[config.mk]
export PLATFORM = sky130hd
export DESIGN_NAME = bids_ctrl
export DESIGN_NICKNAME = d
export VERILOG_FILES = /design/src/hw/rtl/bids_pkg.sv /design/src/hw/rtl/bids_ctrl.sv
export VERILOG_INCLUDE_DIRS = /design/src /design/src/hw/rtl
export SDC_FILE = /design/constraint.sdc
export NUM_CORES = 1
export LEC_CHECK = 0
export BUFFER_PORTS_ARGS = -buffer_cell sky130_fd_sc_hd__buf_2
export CORE_AREA = 2 2 39 41
export CTS_CLUSTER_SIZE = 24
export DETAILED_ROUTE_END_ITERATION = 16
export DIE_AREA = 0 0 41 43
export GPL_TIMING_DRIVEN = 0
export HOLD_SLACK_MARGIN = 0.03
export PLACE_DENSITY = 0.51
export SYNTH_ARGS = -nofsm -noshare
export SYNTH_HDL_FRONTEND = slang
export SYNTH_SLANG_ARGS = --single-unit
[constraint.sdc]
create_clock -name clk -period 2 [get_ports clk]
set_clock_uncertainty 0.05 [all_clocks]
set_input_delay 0.4 -clock clk [delete_from_list [all_inputs] [get_ports clk]]
set_output_delay 0.4 -clock clk [all_outputs]
set_load 0.02 [all_outputs]
[src/hw/rtl/bilinear_image_downscaler_unit_defines.svh]
// Assertion macros shared by the downscaler RTL modules.
// Each macro expects signals named clk and rst_n in the module that uses it.
`ifndef BILINEAR_IMAGE_DOWNSCALER_UNIT_DEFINES_SVH
`define BILINEAR_IMAGE_DOWNSCALER_UNIT_DEFINES_SVH

// Same-cycle implication, checked outside reset.
`define BIDS_ASSERT_IMP(name, cond, prop, msg) \
  name: assert property (@(posedge clk) disable iff (!rst_n) (cond) |-> (prop)) else $error(msg);

// Next-cycle implication, checked outside reset.
`define BIDS_ASSERT_NXT(name, cond, prop, msg) \
  name: assert property (@(posedge clk) disable iff (!rst_n) (cond) |=> (prop)) else $error(msg);

`endif

[src/hw/rtl/bids_pkg.sv]
// Types, constants and the blend function of the bilinear downscaler.
// No dependencies; used by the controller, the datapath and the top level.
`default_nettype none
package bids_pkg;

  localparam int SAMPLE_W   = 16;
  localparam int FRAC_W     = 16;
  localparam int POS_W      = 28;
  localparam int DIM_W      = 12;
  localparam int PLANES_W   = 3;
  localparam int STEP_W     = 19;
  localparam int COORD_W    = 9;
  localparam int PLANE_W    = 2;
  localparam int CFG_IDX_W  = 3;
  localparam int ROW_LIMIT  = 2048;
  localparam int PLANE_MAX  = 4;
  localparam int OUT_DATA_W = 40;

  // Register indexes of the configuration port.
  localparam logic [CFG_IDX_W-1:0] REG_SRC_WIDTH   = 3'd0;
  localparam logic [CFG_IDX_W-1:0] REG_SRC_HEIGHT  = 3'd1;
  localparam logic [CFG_IDX_W-1:0] REG_PLANE_COUNT = 3'd2;
  localparam logic [CFG_IDX_W-1:0] REG_H_STEP      = 3'd3;
  localparam logic [CFG_IDX_W-1:0] REG_V_STEP      = 3'd4;

  // Register reset values.
  localparam logic [DIM_W-1:0]    RST_SRC_WIDTH   = 12'd1920;
  localparam logic [DIM_W-1:0]    RST_SRC_HEIGHT  = 12'd1080;
  localparam logic [PLANES_W-1:0] RST_PLANE_COUNT = 3'd3;
  localparam logic [STEP_W-1:0]   RST_H_STEP      = 19'd303044;
  localparam logic [STEP_W-1:0]   RST_V_STEP      = 19'd170394;

  // Commands from the controller to the datapath.
  typedef struct packed {
    logic load;
    logic calc;
    logic rd;
    logic emit_row;
    logic emit_last;
    logic wr;
    logic upd;
    logic slot;
  } bids_cmd_t;

  // Status from the datapath to the controller.
  typedef struct packed {
    logic s0_act;
    logic s1_act;
    logic row_act;
    logic last_act;
    logic out_free;
  } bids_sts_t;

  // Rounded blend ((2^16 - f) * a + f * b) / 2^16, written as a + f * (b - a) / 2^16.
  function automatic logic [SAMPLE_W-1:0] blend(input logic [SAMPLE_W-1:0] a,
                                                input logic [SAMPLE_W-1:0] b,
                                                input logic [FRAC_W-1:0] f);
    logic signed [SAMPLE_W:0]       diff;
    logic signed [FRAC_W:0]         fs;
    logic signed [SAMPLE_W+FRAC_W+1:0] prod;
    logic signed [SAMPLE_W+FRAC_W+2:0] acc;
    logic [SAMPLE_W+2:0]            sum;
    diff = signed'({1'b0, b}) - signed'({1'b0, a});
    fs   = signed'({1'b0, f});
    prod = diff * fs;
    acc  = {prod[SAMPLE_W+FRAC_W+1], prod} + (35'sd1 <<< (FRAC_W - 1));
    sum  = {3'b000, a} + acc[SAMPLE_W+FRAC_W+2:FRAC_W];
    return sum[SAMPLE_W-1:0];
  endfunction

endpackage
`default_nettype wire

[src/hw/rtl/bids_ctrl.sv]
// Controller state machine of the downscaler: sequences one input pixel.
// Depends on bids_pkg and the assertion macro header.
`default_nettype none
`include "bilinear_image_downscaler_unit_defines.svh"
module bids_ctrl (
  input  wire logic                clk,
  input  wire logic                rst_n,
  input  wire logic                in_tvalid,
  output logic                     in_tready,
  input  wire bids_pkg::bids_sts_t sts,
  output bids_pkg::bids_cmd_t      cmd
);
  import bids_pkg::*;

  localparam logic [2:0] ST_IDLE  = 3'd0;
  localparam logic [2:0] ST_CALC  = 3'd1;
  localparam logic [2:0] ST_SEL   = 3'd2;
  localparam logic [2:0] ST_READ  = 3'd3;
  localparam logic [2:0] ST_ROW   = 3'd4;
  localparam logic [2:0] ST_LAST  = 3'd5;
  localparam logic [2:0] ST_WRITE = 3'd6;
  localparam logic [2:0] ST_UPD   = 3'd7;

  logic [2:0] state_r, state_nxt;
  logic       slot_r, slot_nxt;

  // Next state and command decode.
  always_comb begin
    state_nxt = state_r;
    slot_nxt  = slot_r;
    cmd       = '0;
    cmd.slot  = slot_r;
    in_tready = 1'b0;
    case (state_r)
      ST_IDLE: begin
        in_tready = 1'b1;
        if (in_tvalid) begin
          cmd.load  = 1'b1;
          state_nxt = ST_CALC;
        end
      end
      ST_CALC: begin
        cmd.calc  = 1'b1;
        state_nxt = ST_SEL;
      end
      ST_SEL: begin
        if (sts.s0_act) begin
          slot_nxt  = 1'b0;
          state_nxt = ST_READ;
        end else if (sts.s1_act) begin
          slot_nxt  = 1'b1;
          state_nxt = ST_READ;
        end else begin
          state_nxt = ST_UPD;
        end
      end
      ST_READ: begin
        cmd.rd    = 1'b1;
        state_nxt = ST_ROW;
      end
      ST_ROW: begin
        if (!sts.row_act) begin
          state_nxt = ST_LAST;
        end else if (sts.out_free) begin
          cmd.emit_row = 1'b1;
          state_nxt    = ST_LAST;
        end
      end
      ST_LAST: begin
        if (!sts.last_act) begin
          state_nxt = ST_WRITE;
        end else if (sts.out_free) begin
          cmd.emit_last = 1'b1;
          state_nxt     = ST_WRITE;
        end
      end
      ST_WRITE: begin
        cmd.wr = 1'b1;
        if (!slot_r && sts.s1_act) begin
          slot_nxt  = 1'b1;
          state_nxt = ST_READ;
        end else begin
          state_nxt = ST_UPD;
        end
      end
      ST_UPD: begin
        cmd.upd   = 1'b1;
        state_nxt = ST_IDLE;
      end
      default: begin
        state_nxt = ST_IDLE;
      end
    endcase
  end

  // State registers.
  always_ff @(posedge clk) begin
    if (!rst_n) begin
      state_r <= ST_IDLE;
      slot_r  <= 1'b0;
    end else begin
      state_r <= state_nxt;
      slot_r  <= slot_nxt;
    end
  end

  // A result is only issued when the output register can take it.
  `BIDS_ASSERT_IMP(a_emit_free, cmd.emit_row || cmd.emit_last, sts.out_free, "emit while output busy")
  // An accepted pixel always moves on to the calculation step.
  `BIDS_ASSERT_NXT(a_load_calc, cmd.load, state_r == ST_CALC, "load not followed by calc")

endmodule
`default_nettype wire

==> metrics.csv <==
stage;metric;value;unit
worst_setup_path;critical-path-top-delay-family;buffers and inverters;
worst_setup_path;critPathSlowestCell;dfxtp_1;
worst_setup_path;path_cells;buf_4 > nand3b_1 > nor2_1 > buf_2;
worst_setup_path;worst_path_largest_cell_delay;330;ps
hold_path;hp-class;in -> reg;
worst_setup_path;cp-startpoint;state_r[1];
job;maxCapViolations;0;
clock_tree;cts_tree;yes;
placed_design;gp_congestion;0.707;
die;dieHeight;43;microns
pwr;ir_drop;0.309;mV
worst_setup_path;start_kind;flip-flop;
finish;utilization;31.6;%
placed_design;placed_cell_area;414;sq um
yosys;syn_nets;46;
timing;max_freq;603;MHz
worst_setup_path;cp.required;1550;ps
placed_design;port_buffers;16;
finish;design_area;437;sq um
yosys;ys_ff_latch;4;
routing;ant_nets;0;
timing;finalSetupTns;0;ps
outcome;outcome;finished clean;
yosys;postSynthAreaPerCell;8.26;sq um
global_route;grt_pass1_vias;302;
clock_tree;clockRootBuffer;clkbuf_4;
timing;min_period_over_period;82.9;%
routing;via_per_inst;4.52;
timing;setup_ws;342;ps
clock_tree;cts_htree_levels;1;
placed_design;place_inst;70;
die;rows;14;
placed_design;pre_cts_slack;582;ps
finish;n_antenna_cell;0;
worst_setup_path;timing.rr.start;state_r[2];
pwr;powerDensity;714;mW/mm^2
die;ios;17;
timing;hold_viol_final;0;
global_route;overflow;0;
die;dieArea;0.00176;sq mm
timing;rsz0062_at_grt;no;
routing;routedWlPerCell;10.7;microns
die;coreArea;0.00138;sq mm
finish;final_cells;73;
finish;multi_input_area;193;sq um
worst_setup_path;crit_buf_inv;2;
finish;fillers;153;
yosys;netlist_area;314;sq um
global_route;grt_use_total;11.3;%
worst_setup_path;path_max_fanout;10;
clock_tree;cts_setup_buffers;0;
worst_setup_path;criticalPathCategory;reg -> out;
routing;dr.pass1.iters;2;
die;start_util;22.7;%
yosys;syn_inst;38;
die;die_x;41;microns
clock_tree;cts_sinks;4;
timing;drv_slew;0;
routing;route.detailed.drc;0;
clock_tree;clk_path_buf_depth;2;
worst_setup_path;worstReg2RegEnd;state_r[0];
pwr;leakage;0.218;nW
worst_setup_path;critPathCapture;cmd[3];
finish;final_nets;67;
finish;drive_gt1_share;47.4;%
worst_setup_path;ff2ff_setup_slack;920;ps
clock_tree;hold_buffers;0;
clock_tree;worstSkewPairLatency;240;ps
clock_tree;path_clk_slew;40;ps
finish;seqCellArea;80.1;sq um
global_route;grt_pass1_wl;1240;microns
clock_tree;cts_resized;0;
worst_setup_path;worst-path-stages;4;
routing;drt_wl_total;784;microns
placed_design;place.detailed.hpwl;619;microns
timing;fin_crit;1660;ps
global_route;grt_max_degree;11;
routing;drt_iter0_drc;2;
global_route;antenna_found_initial;0;
yosys;yosys_warnings;0;
worst_setup_path;worstPathArrival;1210;ps
yosys;synth_cell_types;23;
worst_setup_path;rr_worst_depth;3;
finish;syn2layout_area_growth;39.0;%
yosys;yosysSeqAreaShare;25.5;%
timing;worstMarginPinSlew;258;ps
routing;vias;330;
worst_setup_path;critPathCaptureType;primary output;
timing;max_slew_margin;82.5;%
clock_tree;cts_made_buffers;3;
timing;setup_violations;0;
==> how the worst min path moves through the flow <==
stage	start	end	slack (ps)	cells after the start
2_1_floorplan	rst_n	state_r[1]	460	2
3_3_place_gp	slot_r	slot_r	530	2
3_5_place_dp	slot_r	slot_r	520	2
4_1_cts	rst_n	state_r[1]	380	3
5_1_grt	rst_n	state_r[1]	390	3
6_report	rst_n	state_r[1]	390	3
==> layout by cell type (no fill, tap or decap), drive strengths merged <==
master	instances
buf	20
nor2	6
dfxtp	4
nand2	3
clkbuf	3
nor3	3
and3	2
nor3b	2
o21ai	2
inv	1
nand3b	1
nand2b	1
and2	1
and4bb	1
a31oi	1
a22o	1
a211oi	1
a21boi	1
xor2	1
o311ai	1
nand4	1
==> cell families after synthesis <==
logic type	count (synthesis)	share of synthesized area, %
buffers and inverters	5	13.1
flip-flops	4	25.5
AO/OA/AOI/OAI	7	17.1
XOR/XNOR	1	2.79
AND/OR/NAND/NOR	21	41.4
==> state kept, by name (all words and copies together), names as in the netlist <==
signal and flops:
slot_r 1, state_r 3
==> final cells by class <==
type | instances | area share (%)
multi-input combinational | 29 | 44.1
sequential | 4 | 18.3
buffer | 4 | 8.60
tap | 16 | 4.58
clock buffer | 3 | 5.16
timing repair buffer | 16 | 18.3
inverter | 1 | 0.860
==> routing by layer <==
metal	wire length [microns]	global-route usage, %
met1	344	13.3
met2	374	14.7
met3	51	6.28
met4	12	8.00
met5	0	0
==> through the flow <==
stage | hold slack (ps) | power (mW)
after floorplan | 464 | 0.180
after global placement | 533 | 0.212
after detailed placement | 524 | 0.213
after CTS | 380 | 0.316
after global routing | 389 | 0.335
final | 386 | 0.312
==> worst min-delay path, stage by stage <==
cell and delay [ps]:
buf_2 140, nand2_1 60, nor2_1 30
==> cell usage after synthesis, drive strengths merged <==
cell,instances,area (sq um)
a211oi,1,12.5
a21boi,1,7.51
a22o,1,8.76
a31oi,1,6.26
and2,1,6.26
and3,2,12.5
and4bb,1,12.5
buf,4,37.5
dfxtp,4,80.1
inv,1,3.75
nand2,3,11.3
nand2b,1,6.26
nand3b,1,7.51
nand4,1,6.26
nor2,6,22.5
nor3,3,20.0
nor3b,2,25.0
o21ai,2,10.0
o311ai,1,8.76
xor2,1,8.76
==> report_power, final <==
part           switching (mW)  leakage, nW  internal (mW)  total (mW)
logic                  0.0643        0.171         0.0501       0.114
clock network          0.0341       0.0138         0.0672       0.101
registers             0.00751       0.0328         0.0887      0.0962
total                   0.106        0.218          0.206       0.312
Note: power is estimated with default switching activity, not from simulation.
